File: config.mk
export PLATFORM = sky130hd
export DESIGN_NAME = double_ended_queue
export DESIGN_NICKNAME = d
export VERILOG_FILES = /design/src/rtl/dq_pkg.sv /design/src/rtl/dq_ram.sv /design/src/rtl/dq_ctrl.sv /design/src/rtl/dq_datapath.sv /design/src/rtl/double_ended_queue.sv
export SDC_FILE = /design/constraint.sdc
export NUM_CORES = 1
export LEC_CHECK = 0
export ABC_AREA = 0
export BUFFER_PORTS_ARGS = -buffer_cell sky130_fd_sc_hd__clkbuf_2
export CAP_MARGIN = 10
export CORE_MARGIN = 1
export CORE_UTILIZATION = 55
export CTS_CLUSTER_DIAMETER = 120
export DETAILED_ROUTE_END_ITERATION = 12
export GPL_ROUTABILITY_DRIVEN = 0
export PLACE_DENSITY = 0.76
export SYNTH_ARGS = -nofsm -noshare
export SYNTH_HDL_FRONTEND = slang
export SYNTH_HIERARCHICAL = 1
export SYNTH_SLANG_ARGS = --single-unit
File: constraint.sdc
create_clock -name clk_i -period 4.7 [get_ports clk_i]
set_input_delay 0.47 -clock clk_i [delete_from_list [all_inputs] [get_ports clk_i]]
set_output_delay 0.47 -clock clk_i [all_outputs]
set_load 0.01 [all_outputs]
File: src/rtl/dq_pkg.sv
// Shared types, constants and ring arithmetic for the double-ended queue.
`default_nettype none

package dq_pkg;

  localparam int DEPTH  = 16;
  localparam int PTR_W  = $clog2(DEPTH);
  localparam int CNT_W  = $clog2(DEPTH + 1);
  localparam int OP_W   = 3;
  localparam int DATA_W = 32;
  localparam int POS_W  = 4;
  localparam int STAT_W = 2;
  localparam int CMP_W  = (POS_W > CNT_W) ? POS_W : CNT_W;
  localparam int SUM_W  = CNT_W + 1;

  localparam logic [OP_W-1:0] OP_PUSH_BACK  = 3'd0;
  localparam logic [OP_W-1:0] OP_PUSH_FRONT = 3'd1;
  localparam logic [OP_W-1:0] OP_POP_BACK   = 3'd2;
  localparam logic [OP_W-1:0] OP_POP_FRONT  = 3'd3;
  localparam logic [OP_W-1:0] OP_READ       = 3'd4;

  localparam logic [STAT_W-1:0] ST_OK    = 2'd0;
  localparam logic [STAT_W-1:0] ST_EMPTY = 2'd1;
  localparam logic [STAT_W-1:0] ST_FULL  = 2'd2;
  localparam logic [STAT_W-1:0] ST_RANGE = 2'd3;

  // Controller to datapath.
  typedef struct packed {
    logic accept;      // input transfer this cycle
    logic load_now;    // result ready at accept, load output register
    logic load_fetch;  // RAM data back, finish item and load output register
  } dq_cmd_t;

  // Ring slot that lies off places after base; off stays below DEPTH.
  function automatic logic [PTR_W-1:0] ring_add(input logic [PTR_W-1:0] base,
                                                input logic [CNT_W-1:0] off);
    logic [SUM_W-1:0] sum;
    sum = SUM_W'(base) + SUM_W'(off);
    if (sum >= SUM_W'(DEPTH)) begin
      sum = sum - SUM_W'(DEPTH);
    end
    return sum[PTR_W-1:0];
  endfunction

  function automatic logic [PTR_W-1:0] ring_dec(input logic [PTR_W-1:0] base);
    logic [PTR_W-1:0] res;
    if (base == '0) begin
      res = PTR_W'(DEPTH - 1);
    end else begin
      res = base - PTR_W'(1);
    end
    return res;
  endfunction

endpackage

`default_nettype wire

File: src/rtl/dq_ram.sv
// Generic single-write, single-read RAM with registered read data.
`default_nettype none

module dq_ram #(
  parameter int WIDTH = 32,
  parameter int DEPTH = 16
) (
  input  wire logic                     clk_i,
  input  wire logic                     we_i,
  input  wire logic [$clog2(DEPTH)-1:0] waddr_i,
  input  wire logic [WIDTH-1:0]         wdata_i,
  input  wire logic                     re_i,
  input  wire logic [$clog2(DEPTH)-1:0] raddr_i,
  output logic      [WIDTH-1:0]         rdata_o
);

  logic [WIDTH-1:0] mem_q [DEPTH];
  logic [WIDTH-1:0] rdata_q;

  always_ff @(posedge clk_i) begin
    if (we_i) begin
      mem_q[waddr_i] <= wdata_i;
    end
    if (re_i) begin
      rdata_q <= mem_q[raddr_i];
    end
  end

  assign rdata_o = rdata_q;

endmodule

`default_nettype wire

File: src/rtl/dq_ctrl.sv
// Handshake and sequencing controller for the double-ended queue.
`default_nettype none

module dq_ctrl (
  input  wire logic            clk_i,
  input  wire logic            rst_ni,
  input  wire logic            in_valid_i,
  output logic                 in_stall_o,
  output logic                 out_valid_o,
  input  wire logic            out_stall_i,
  input  wire logic            need_fetch_i,
  output dq_pkg::dq_cmd_t      cmd_o
);
  import dq_pkg::*;

  typedef enum logic {
    S_IDLE,
    S_FETCH
  } state_e;

  state_e state_q, state_d;
  logic   out_valid_q, out_valid_d;
  logic   out_free;

  // Output register can take a result if empty or drained this cycle.
  assign out_free   = !out_valid_q || !out_stall_i;
  assign in_stall_o = (state_q == S_FETCH) || !out_free;

  always_comb begin
    cmd_o            = '0;
    cmd_o.accept     = in_valid_i && !in_stall_o;
    cmd_o.load_now   = cmd_o.accept && !need_fetch_i;
    cmd_o.load_fetch = (state_q == S_FETCH);

    state_d = state_q;
    case (state_q)
      S_IDLE: begin
        if (cmd_o.accept && need_fetch_i) begin
          state_d = S_FETCH;
        end
      end
      S_FETCH: state_d = S_IDLE;
      default: state_d = S_IDLE;
    endcase

    out_valid_d = out_valid_q && out_stall_i;
    if (cmd_o.load_now || cmd_o.load_fetch) begin
      out_valid_d = 1'b1;
    end
  end

  always_ff @(posedge clk_i or negedge rst_ni) begin
    if (!rst_ni) begin
      state_q     <= S_IDLE;
      out_valid_q <= 1'b0;
    end else begin
      state_q     <= state_d;
      out_valid_q <= out_valid_d;
    end
  end

  assign out_valid_o = out_valid_q;

endmodule

`default_nettype wire

File: src/rtl/dq_datapath.sv
// Ring pointers, end-value registers, element RAM and result register.
`default_nettype none

module dq_datapath (
  input  wire logic                        clk_i,
  input  wire logic                        rst_ni,
  input  wire dq_pkg::dq_cmd_t             cmd_i,
  output logic                             need_fetch_o,
  input  wire logic [dq_pkg::OP_W-1:0]     operation_i,
  input  wire logic signed [dq_pkg::DATA_W-1:0] value_i,
  input  wire logic [dq_pkg::POS_W-1:0]    position_i,
  output logic signed [dq_pkg::DATA_W-1:0] read_value_o,
  output logic signed [dq_pkg::DATA_W-1:0] front_value_o,
  output logic signed [dq_pkg::DATA_W-1:0] back_value_o,
  output logic [dq_pkg::CNT_W-1:0]         count_o,
  output logic [dq_pkg::STAT_W-1:0]        status_o
);
  import dq_pkg::*;

  logic [PTR_W-1:0]  head_q, head_d;
  logic [CNT_W-1:0]  count_q, count_d;
  logic [DATA_W-1:0] front_q, front_d, back_q, back_d;
  logic [OP_W-1:0]   op_q;
  logic [STAT_W-1:0] status_q, status_d;

  logic              we;
  logic [PTR_W-1:0]  waddr, raddr;
  logic [DATA_W-1:0] rdata;
  logic              fetch;
  logic              full, empty;
  logic [CMP_W-1:0]  cnt_ext, pos_ext;

  // Result register
  logic [DATA_W-1:0] res_read_q, res_front_q, res_back_q;
  logic [CNT_W-1:0]  res_count_q;
  logic [STAT_W-1:0] res_status_q;
  logic [DATA_W-1:0] fin_read, fin_front, fin_back;
  logic [CNT_W-1:0]  fin_count;
  logic [STAT_W-1:0] fin_status;

  assign full    = (count_q == CNT_W'(DEPTH));
  assign empty   = (count_q == '0);
  assign cnt_ext = CMP_W'(count_q);
  assign pos_ext = CMP_W'(position_i);

  always_comb begin
    head_d   = head_q;
    count_d  = count_q;
    front_d  = front_q;
    back_d   = back_q;
    status_d = ST_OK;
    we       = 1'b0;
    waddr    = ring_add(head_q, count_q[CNT_W-1:0]);
    raddr    = head_q;
    fetch    = 1'b0;
    case (operation_i)
      OP_PUSH_BACK: begin
        if (full) begin
          status_d = ST_FULL;
        end else begin
          we      = 1'b1;
          waddr   = ring_add(head_q, count_q);
          count_d = count_q + CNT_W'(1);
          back_d  = value_i;
          if (empty) begin
            front_d = value_i;
          end
        end
      end
      OP_PUSH_FRONT: begin
        if (full) begin
          status_d = ST_FULL;
        end else begin
          we      = 1'b1;
          head_d  = ring_dec(head_q);
          waddr   = head_d;
          count_d = count_q + CNT_W'(1);
          front_d = value_i;
          if (empty) begin
            back_d = value_i;
          end
        end
      end
      OP_POP_BACK: begin
        if (empty) begin
          status_d = ST_EMPTY;
        end else begin
          count_d = count_q - CNT_W'(1);
          // new back comes from the RAM unless the queue empties
          raddr   = ring_add(head_q, count_q - CNT_W'(2));
          fetch   = (count_q > CNT_W'(1));
        end
      end
      OP_POP_FRONT: begin
        if (empty) begin
          status_d = ST_EMPTY;
        end else begin
          count_d = count_q - CNT_W'(1);
          head_d  = ring_add(head_q, CNT_W'(1));
          raddr   = head_d;
          fetch   = (count_q > CNT_W'(1));
        end
      end
      OP_READ: begin
        if (empty) begin
          status_d = ST_EMPTY;
        end else if (pos_ext >= cnt_ext) begin
          status_d = ST_RANGE;
        end else begin
          raddr = ring_add(head_q, CNT_W'(cnt_ext - CMP_W'(1) - pos_ext));
          fetch = 1'b1;
        end
      end
      default: ;
    endcase
  end

  assign need_fetch_o = fetch;

  dq_ram #(
    .WIDTH(DATA_W),
    .DEPTH(DEPTH)
  ) u_ram (
    .clk_i  (clk_i),
    .we_i   (cmd_i.accept && we),
    .waddr_i(waddr),
    .wdata_i(value_i),
    .re_i   (cmd_i.accept && fetch),
    .raddr_i(raddr),
    .rdata_o(rdata)
  );

  // Final values of the item, either at accept or once RAM data is back.
  always_comb begin
    if (cmd_i.load_fetch) begin
      fin_count  = count_q;
      fin_status = status_q;
      fin_read   = (op_q == OP_READ) ? rdata : '0;
      fin_front  = (op_q == OP_POP_FRONT) ? rdata : front_q;
      fin_back   = (op_q == OP_POP_BACK) ? rdata : back_q;
    end else begin
      fin_count  = count_d;
      fin_status = status_d;
      fin_read   = '0;
      fin_front  = front_d;
      fin_back   = back_d;
    end
  end

  always_ff @(posedge clk_i or negedge rst_ni) begin
    if (!rst_ni) begin
      head_q  <= '0;
      count_q <= '0;
    end else if (cmd_i.accept) begin
      head_q  <= head_d;
      count_q <= count_d;
    end
  end

  always_ff @(posedge clk_i) begin
    if (cmd_i.accept) begin
      front_q  <= front_d;
      back_q   <= back_d;
      op_q     <= operation_i;
      status_q <= status_d;
    end else if (cmd_i.load_fetch) begin
      front_q <= fin_front;
      back_q  <= fin_back;
    end
    if (cmd_i.load_now || cmd_i.load_fetch) begin
      res_read_q   <= fin_read;
      res_front_q  <= (fin_count == '0) ? '0 : fin_front;
      res_back_q   <= (fin_count == '0) ? '0 : fin_back;
      res_count_q  <= fin_count;
      res_status_q <= fin_status;
    end
  end

  assign read_value_o  = res_read_q;
  assign front_value_o = res_front_q;
  assign back_value_o  = res_back_q;
  assign count_o       = res_count_q;
  assign status_o      = res_status_q;

endmodule

`default_nettype wire

File: src/rtl/double_ended_queue.sv
// Top level of the bounded double-ended queue of signed 32-bit values.
//
// Bounded deque of DEPTH (16) signed 32-bit elements kept in a ring buffer.
// Each input transfer carries one operation: push back, push front, pop back,
// pop front, or read at an index counted from the back (index 0 is the last
// element). Each one gives exactly one output transfer with the element read,
// the front and back values after the operation (zero when empty), the count
// and a status: ok, empty (pop or read on an empty deque), full (refused
// push) or out of range (index at or past the count). Unused operation codes
// change nothing and report ok. Pushes, refused or failed operations, unused
// codes and pops that empty the deque load their result at accept; a
// successful read at index and a pop that leaves one or more elements first
// pass through the fetch state, because the new end value or the read element
// comes from the single registered read port of the element RAM. The front and
// back values live in registers, so at most one RAM read is ever needed. A
// finished result waits in the output register; the next transfer is taken in
// the same cycle that the result is drained. After reset the deque is empty and
// ready at once; the element RAM needs no clearing.
`default_nettype none

module double_ended_queue (
  input  wire logic                             clk_i,
  input  wire logic                             rst_ni,
  input  wire logic                             in_valid_i,
  output logic                                  in_stall_o,
  input  wire logic [dq_pkg::OP_W-1:0]          operation_i,
  input  wire logic signed [dq_pkg::DATA_W-1:0] value_i,
  input  wire logic [dq_pkg::POS_W-1:0]         position_i,
  output logic                                  out_valid_o,
  input  wire logic                             out_stall_i,
  output logic signed [dq_pkg::DATA_W-1:0]      read_value_o,
  output logic signed [dq_pkg::DATA_W-1:0]      front_value_o,
  output logic signed [dq_pkg::DATA_W-1:0]      back_value_o,
  output logic [dq_pkg::CNT_W-1:0]              count_o,
  output logic [dq_pkg::STAT_W-1:0]             status_o
);
  import dq_pkg::*;

  dq_cmd_t cmd;
  logic    need_fetch;

  // Controller: handshakes and the RAM fetch step.
  dq_ctrl u_ctrl (
    .clk_i       (clk_i),
    .rst_ni      (rst_ni),
    .in_valid_i  (in_valid_i),
    .in_stall_o  (in_stall_o),
    .out_valid_o (out_valid_o),
    .out_stall_i (out_stall_i),
    .need_fetch_i(need_fetch),
    .cmd_o       (cmd)
  );

  // Datapath: pointers, end values, element RAM and result register.
  dq_datapath u_dp (
    .clk_i        (clk_i),
    .rst_ni       (rst_ni),
    .cmd_i        (cmd),
    .need_fetch_o (need_fetch),
    .operation_i  (operation_i),
    .value_i      (value_i),
    .position_i   (position_i),
    .read_value_o (read_value_o),
    .front_value_o(front_value_o),
    .back_value_o (back_value_o),
    .count_o      (count_o),
    .status_o     (status_o)
  );

endmodule

`default_nettype wire

Yosys cells after proc, flatten, opt, wreduce, memory -nomap -nowiden
Memories as Yosys holds them, arrays and structs flattened. A register that Yosys moved wholly into a read port is not among the register bits.
Index checks and enable logic that the tools add are counted.
{"block": "totals", "n_memories": 1, "inputBits": 43, "reg_bits": 183, "ramBits": 512}
{"block": "classes", "bitwise": 1, "order_cmp": 6, "n_eq_ne": 9, "n_reduce_logical": 23, "mux": 51, "n_addsub": 13}
{"name": "u_dp.u_ram.mem_q", "depth": 16, "word_bits": 32, "rd": 1, "rd_clocked_by_memory_dff": 1, "write_ports": 1, "line": "dq_ram.sv:17", "text": "logic [WIDTH-1:0] mem_q [DEPTH];"}
{"operator": "$mux W32", "count": 14}
{"operator": "$pmux W32 S2", "count": 2}
{"operator": "$mux W4", "count": 12}
{"operator": "$sub A4 B1 Y4 const B", "count": 5}
{"operator": "$add A4 B5 Y6", "count": 3}
{"operator": "$ge A6 B5 Y1 const B", "count": 3}
{"operator": "$mux W5", "count": 3}
{"operator": "$eq A3 B2 Y1 const B", "count": 4}
{"operator": "$pmux W4 S3", "count": 1}
{"operator": "$logic_not A5 Y1", "count": 2}
{"operator": "$mux W1", "count": 10}
{"operator": "$pmux W5 S2", "count": 1}
{"operator": "$mux W2", "count": 4}
{"operator": "$pmux W4 S2", "count": 1}
{"operator": "$eq A3 B3 Y1 const B", "count": 2}
{"operator": "$pmux W2 S3", "count": 1}
{"operator": "$add A4 B1 Y5 const B", "count": 1}
{"operator": "$add A5 B1 Y5 const B", "count": 1}
{"operator": "$eq A5 B5 Y1 const B", "count": 1}
{"operator": "$ge A4 B5 Y1", "count": 1}
{"operator": "$ge A5 B5 Y1 const B", "count": 1}
{"operator": "$gt A5 B1 Y1 const B", "count": 1}
{"operator": "$logic_and A1 B1 Y1", "count": 5}
{"operator": "$logic_not A1 Y1", "count": 5}
{"operator": "other kinds (14)", "count": 19}

Depth between registers and ports, before layout
{"block": "depth", "ltp_word": 9, "ltp_mapped": 16, "mapped_depth_nobuf": 14}

Cells and area by module
The synthesis kept the hierarchy.
{"module": "dq_ram", "seq_area_each_um2": 16335.7, "area_each_um2": 20155.6, "instances": 1, "cells_per_inst": 838}
{"module": "dq_datapath", "seq_area_each_um2": 5390.2, "area_each_um2": 10483.8, "instances": 1, "cells_per_inst": 887}
{"module": "dq_ctrl", "seq_area_each_um2": 50.0, "area_each_um2": 98.8, "instances": 1, "cells_per_inst": 10}

Worst setup path before layout
OpenSTA, ideal clock, no wires.
{"block": "synth_path", "path_type": "reg-to-reg", "startpoint": "register u_dp.count_q[1], in the netlist u_dp/cnt_ext[1]", "endpoint": "memory u_dp.u_ram.mem_q[0][0], enable pin", "setup_slack_ps": -246, "t_required_ps": 4239, "period_less_slack_ps": 4946, "path_stages_with_launch": 11, "t_arrival_ps": 4485, "cell_sequence": "dfrtp_1 inv_1 ha_1 nand4bb_4 and2_1 clkbuf_1 nand2_1 nor2_1 a21oi_1 or3b_2 nor3_1"}
{"block": "synth_between", "elab_cells_between_ends": 12, "classes_between": "2 x add/sub; 1 x order compare; 1 x eq/ne; 7 x mux; 1 x reduce/logical"}
{"element": "start: declaration", "line": "dq_datapath.sv:21", "text": "logic [CNT_W-1:0] count_q, count_d;"}
{"element": "start signal: assignment", "line": "dq_datapath.sv:156", "text": "count_q <= count_d;"}
{"element": "$add A4 B5 Y6", "line": "dq_pkg.sv:38", "text": "sum = SUM_W'(base) + SUM_W'(off);"}
{"element": "$ge A6 B5 Y1 or $sub A4 B1 Y4 (tied branches)", "line": "dq_pkg.sv:39, dq_pkg.sv:40"}
{"element": "$mux W4", "line": "dq_pkg.sv:39", "text": "if (sum >= SUM_W'(DEPTH)) begin"}
{"element": "$mux W4", "line": "dq_datapath.sv:71", "text": "if (full) begin"}
{"element": "$mux W4 (*)"}
{"element": "via u_dp.waddr[3]", "line": "dq_datapath.sv:27", "text": "logic [PTR_W-1:0] waddr, raddr;"}
{"element": "end: declaration", "line": "dq_ram.sv:17"}
Mark *: on every way through the listed nets, which the timed path passes. The rest lies on a longest branch.

Worst setup path after layout
{"block": "layout_path", "startpoint": "register u_dp.count_q[1], in the netlist u_dp/cnt_ext[1]", "endpoint": "register u_dp.u_ram.rdata_q[12], in the netlist u_dp/u_ram/rdata_o[12] (read register of u_dp.u_ram.mem_q), data pin"}
{"block": "layout_between", "elab_chain_cells": 8, "elab_cells_between_ends": 24, "classes_between": "7 x add/sub; 4 x order compare; 11 x mux; 2 x reduce/logical"}
{"element": "$sub A5 B1 Y5", "line": "dq_datapath.sv:110", "text": "raddr = ring_add(head_q, CNT_W'(cnt_ext - CMP_W'(1) - pos_ext));"}
{"element": "$sub A5 B4 Y5", "line": "dq_datapath.sv:110"}
{"element": "$add A4 B5 Y6", "line": "dq_pkg.sv:38"}
{"element": "$ge A6 B5 Y1", "line": "dq_pkg.sv:39"}
{"element": "$mux W4", "line": "dq_pkg.sv:39"}
{"element": "$mux W4", "line": "dq_datapath.sv:107", "text": "end else if (pos_ext >= cnt_ext) begin"}
{"element": "$mux W4", "line": "dq_datapath.sv:105", "text": "if (empty) begin"}
{"element": "$pmux W4 S3 (*)", "line": "dq_datapath.sv:56", "text": "case (operation_i)"}
{"element": "via u_dp.raddr[0]", "line": "dq_datapath.sv:27"}
{"element": "end: declaration", "line": "dq_ram.sv:18", "text": "logic [WIDTH-1:0] rdata_q;"}
Marks and branches as above.
A chain may end at the register's enable or synchronous reset.

==> results.md <==
- Layout cells sized above 1: between 20% and 30%
- Hold endpoint: u_ctrl/out_valid_o$_DFF_PN0_
- Worst path arrival time: between 4000 and 5000 ps
- CP required: about 5000 ps
- WHS: 112.3 ps
- Final #Nets: roughly 2.0k
- Worst R2R Setup Slack: about 320 ps
- Post-synth EDFFs: between 700 and 800
- Final Cycle Share: 93.20%
- Max-slew violations: 0
- CP Launch Type: flip-flop
- DRC: 0
- Hold Startpoint: out_stall_i
- Leakage dissipation: between 10 and 15 nW
- Initial antenna violation count: 4
- Post-layout min period: ~4400 ps
- Die span in y: 238.4 microns
- CP max FO: 45
- H-Tree Depth: 3
- Worst setup EP type: flip-flop
- Syn avg cell area: 17.72 sq um
- Skew-Pair Late Insertion Delay: approximately 610 ps
- Status: finished, final reports clean
- Final Skew: 20.32 ps
- Final hold violations: 0
- Post-Syn Area: approximately 30000 sq um
- Area delta synth->final: 13.99%
- Peak supply drop: slightly below 0.0005 V
- Post-synth cell types: 71
- CTS tree: done
- Setup Viol. Count Final: 0
- Post-Synthesis Cells: roughly 1.7k
- Clk pin slew, worst setup/hold paths: around 60 ps
- Final Cell Area: about 35000 sq um
- Warnings from Yosys: 6
- Total track usage: a little over a quarter
- Clk sinks: 727
- CP Class: flip-flop to flip-flop
- Post-detail-place hpwl: between 40000 and 50000 microns
- Aggregate global routing overflow: 0
- Max-Cap Viols: 0
- Worst flop-to-flop path startpoint: u_dp/cnt_ext[1]$_DFFE_PN0P_
- Die area: 56840 sq um
- Post-synth ARST share: about 1.5%
- WHS Path Cells: 3
- First-pass GRT wire length: between 100000 and 150000 microns
- Total Wirelength: ~74000 microns
- Post-CTS sizing: 0
- Ys flop type: edfxtp_1
- DRT Pass-1 Iters: 5
- Sequential area share after synthesis: 70.84%
- Post-route setup slack: ~320 ps
- Worst Hold Class: input port to flip-flop
- Final core occ: between 60% and 70%
- Drt wl/cell: 27.36 microns
- Max-slew headroom: around 31%
- Maximum clock path buffer count: 3
- Rows: 86
- FF-to-FF End: u_dp/u_ram/rdata_o[12]$_DFFE_PP_
- Initial Utilization: 55.68%
- Core area: between 50000 and 60000 sq um
- Placed cell areas: between 30000 and 40000 sq um
- Vias per cell: 6.482
- Vias in the first global route: 17.46k
- Port buffer count: between 100 and 150
- ANT nets after route: 0
- Root buf cell: clkbuf_16
- Syn_nets: roughly 1.8k
- Cts bufs inserted: 71
- Fmax: about 230 MHz
- Seq cells post-synth: 727
- Worst reg-to-reg path cell count: 12
- Fin Setup TNS: 0 ps
- Ports: 148
- Largest net degree at the start of global routing: between 70 and 80
- Worst-margin pin slew: 1019 ps
- PD cells: between 600 and 700 nW/um^2
- RSZ-0062 raised after global routing: false
- Die width: 238.4 microns
- Initial drt markers: roughly 2.2k
- Worst slack, placed: about 400 ps
- Routed via count: approximately 18k
[synth_stat cells (all sizes together) (4+ instances only)]
cell,instances,area share (%)
edfxtp,716,70
mux2i,156,5.1
mux4,128,9.4
and2,81,1.6
nor2,69,0.84
a211oi,64,1.6
a22oi,64,1.6
nand2,62,0.76
clkbuf,59,0.72
buf,51,0.94
a21oi,35,0.58
o22ai,34,0.69
o21ai,25,0.41
ha,24,0.98
inv,24,0.29
dfrtp,11,0.90
mux2,11,0.40
xnor2,10,0.28
nand3,9,0.15
nor3,9,0.16
nand2b,5,0.10
nor2b,5,0.10
o211ai,5,0.12
or3,5,0.10
xor2,5,0.14
fa,4,0.26
o2111ai,4,0.11
o21bai,4,0.098
[cell usage in the layout (no fill, tap or decap), drive strengths merged, types with 4 or more instances in the layout]
cell type	Yosys	layout
o2111ai	4	4
o21ai	25	25
xor2	5	5
edfxtp	716	716
nor2	69	69
o211ai	5	5
nand3	9	9
fa	4	4
a22oi	64	64
bufinv	0	7
buf	51	60
ha	24	24
nand2	62	62
xnor2	10	10
clkinv	0	19
mux4	128	128
nor3	9	9
nand2b	5	5
mux2i	156	156
nor2b	5	5
mux2	11	11
a211oi	64	64
or3	5	5
a21oi	35	35
and2	81	81
clkinvlp	0	4
o21bai	4	4
dfrtp	11	11
inv	24	25
clkbuf	59	238
o22ai	34	34
[power by group]
part	leakage (nW)	switching (mW)	internal, mW
Sequential	6.68	0.428	8.25
Combinational	4.50	4.01	2.75
Clock	1.12	2.36	3.34
[layer usage]
layer	wire (microns)	up-vias	GRT usage, %
li1	-	7363	-
met2	36270	1052	42.72
met5	11	-	0
met3	6802	169	4.639
met1	28810	8942	36.42
met4	2086	2	9.810
[layout make-up]
class | instances | area, sq um
Antenna cell | 1 | 2.502
Clock buffer | 91 | 1967
Clock inverter | 31 | 350.3
Fill cell | 3632 | 20160
Inverter | 24 | 90.09
Multi-Input combinational cell | 874 | 8544
Sequential cell | 727 | 21780
Tap cell | 748 | 935.9
Timing Repair Buffer | 208 | 1371
[registers in the layout, indices dropped and copies added (netlist names), 3 cells and up]
register            cells
u_dp/read_value_o      32
u_dp/head_q             4
u_dp/u_ram/rdata_o     32
u_dp/front_q           32
u_dp/back_value_o      32
u_dp/count_o            5
u_dp/u_ram/mem_q      512
u_dp/op_q               3
u_dp/back_q            32
u_dp/cnt_ext            5
u_dp/front_value_o     32
[cell families after synthesis]
| family | after synthesis | synth area share, % |
|---|---|---|
| flops | 727 | 70.84 |
| mux | 295 | 14.86 |
| compound gates | 272 | 6.232 |
| simple gates | 264 | 4.449 |
| buf+inv | 134 | 1.950 |
| fa+ha+maj | 28 | 1.237 |
| xor+xnor | 15 | 0.4274 |
[what timing repair did]
item	4_1_cts	5_1_grt
endpoints found under the hold margin	11	0
buffers inserted	0	0
hold buffers	1	0
[worst max-delay path by stage]
stage | slack, ps | to | cells after the start | from
finish | 320 | u_dp/u_ram/rdata_o[12]$_DFFE_PP_ | 12 | u_dp/cnt_ext[1]$_DFFE_PN0P_
global route | 30 | u_dp/u_ram/rdata_o[0]$_DFFE_PP_ | 12 | u_dp/cnt_ext[1]$_DFFE_PN0P_
CTS | 340 | u_dp/u_ram/rdata_o[12]$_DFFE_PP_ | 12 | u_dp/cnt_ext[1]$_DFFE_PN0P_
detailed placement | 400 | u_dp/u_ram/rdata_o[22]$_DFFE_PP_ | 12 | u_dp/cnt_ext[1]$_DFFE_PN0P_
global placement | 570 | u_dp/u_ram/rdata_o[0]$_DFFE_PP_ | 12 | u_dp/cnt_ext[1]$_DFFE_PN0P_
floorplan | 20 | u_dp/u_ram/mem_q[4][0]$_DFFE_PP_ | 10 | u_dp/cnt_ext[1]$_DFFE_PN0P_
[stage by stage]
stage | instances | power (mW)
2_1_floorplan | 1735 | 13.31
3_3_place_gp | 2580 | 15.23
3_5_place_dp | 2580 | 15.43
4_1_cts | 2703 | 21.18
5_1_grt | 2704 | 21.99
6_report | 2704 | 21.14
[worst max-delay path: stages, from the launching register on]
cell and delay [ps]:
dfrtp_1 450, inv_1 100, ha_1 350, or3b_2 540
o211ai_1 130, o311ai_1 150, nor2b_1 170, o41ai_1 400
o31a_2 490, buf_12 360, mux4_2 570, a22oi_1 240
nand2_1 90
(Power assumes the default switching activity.)
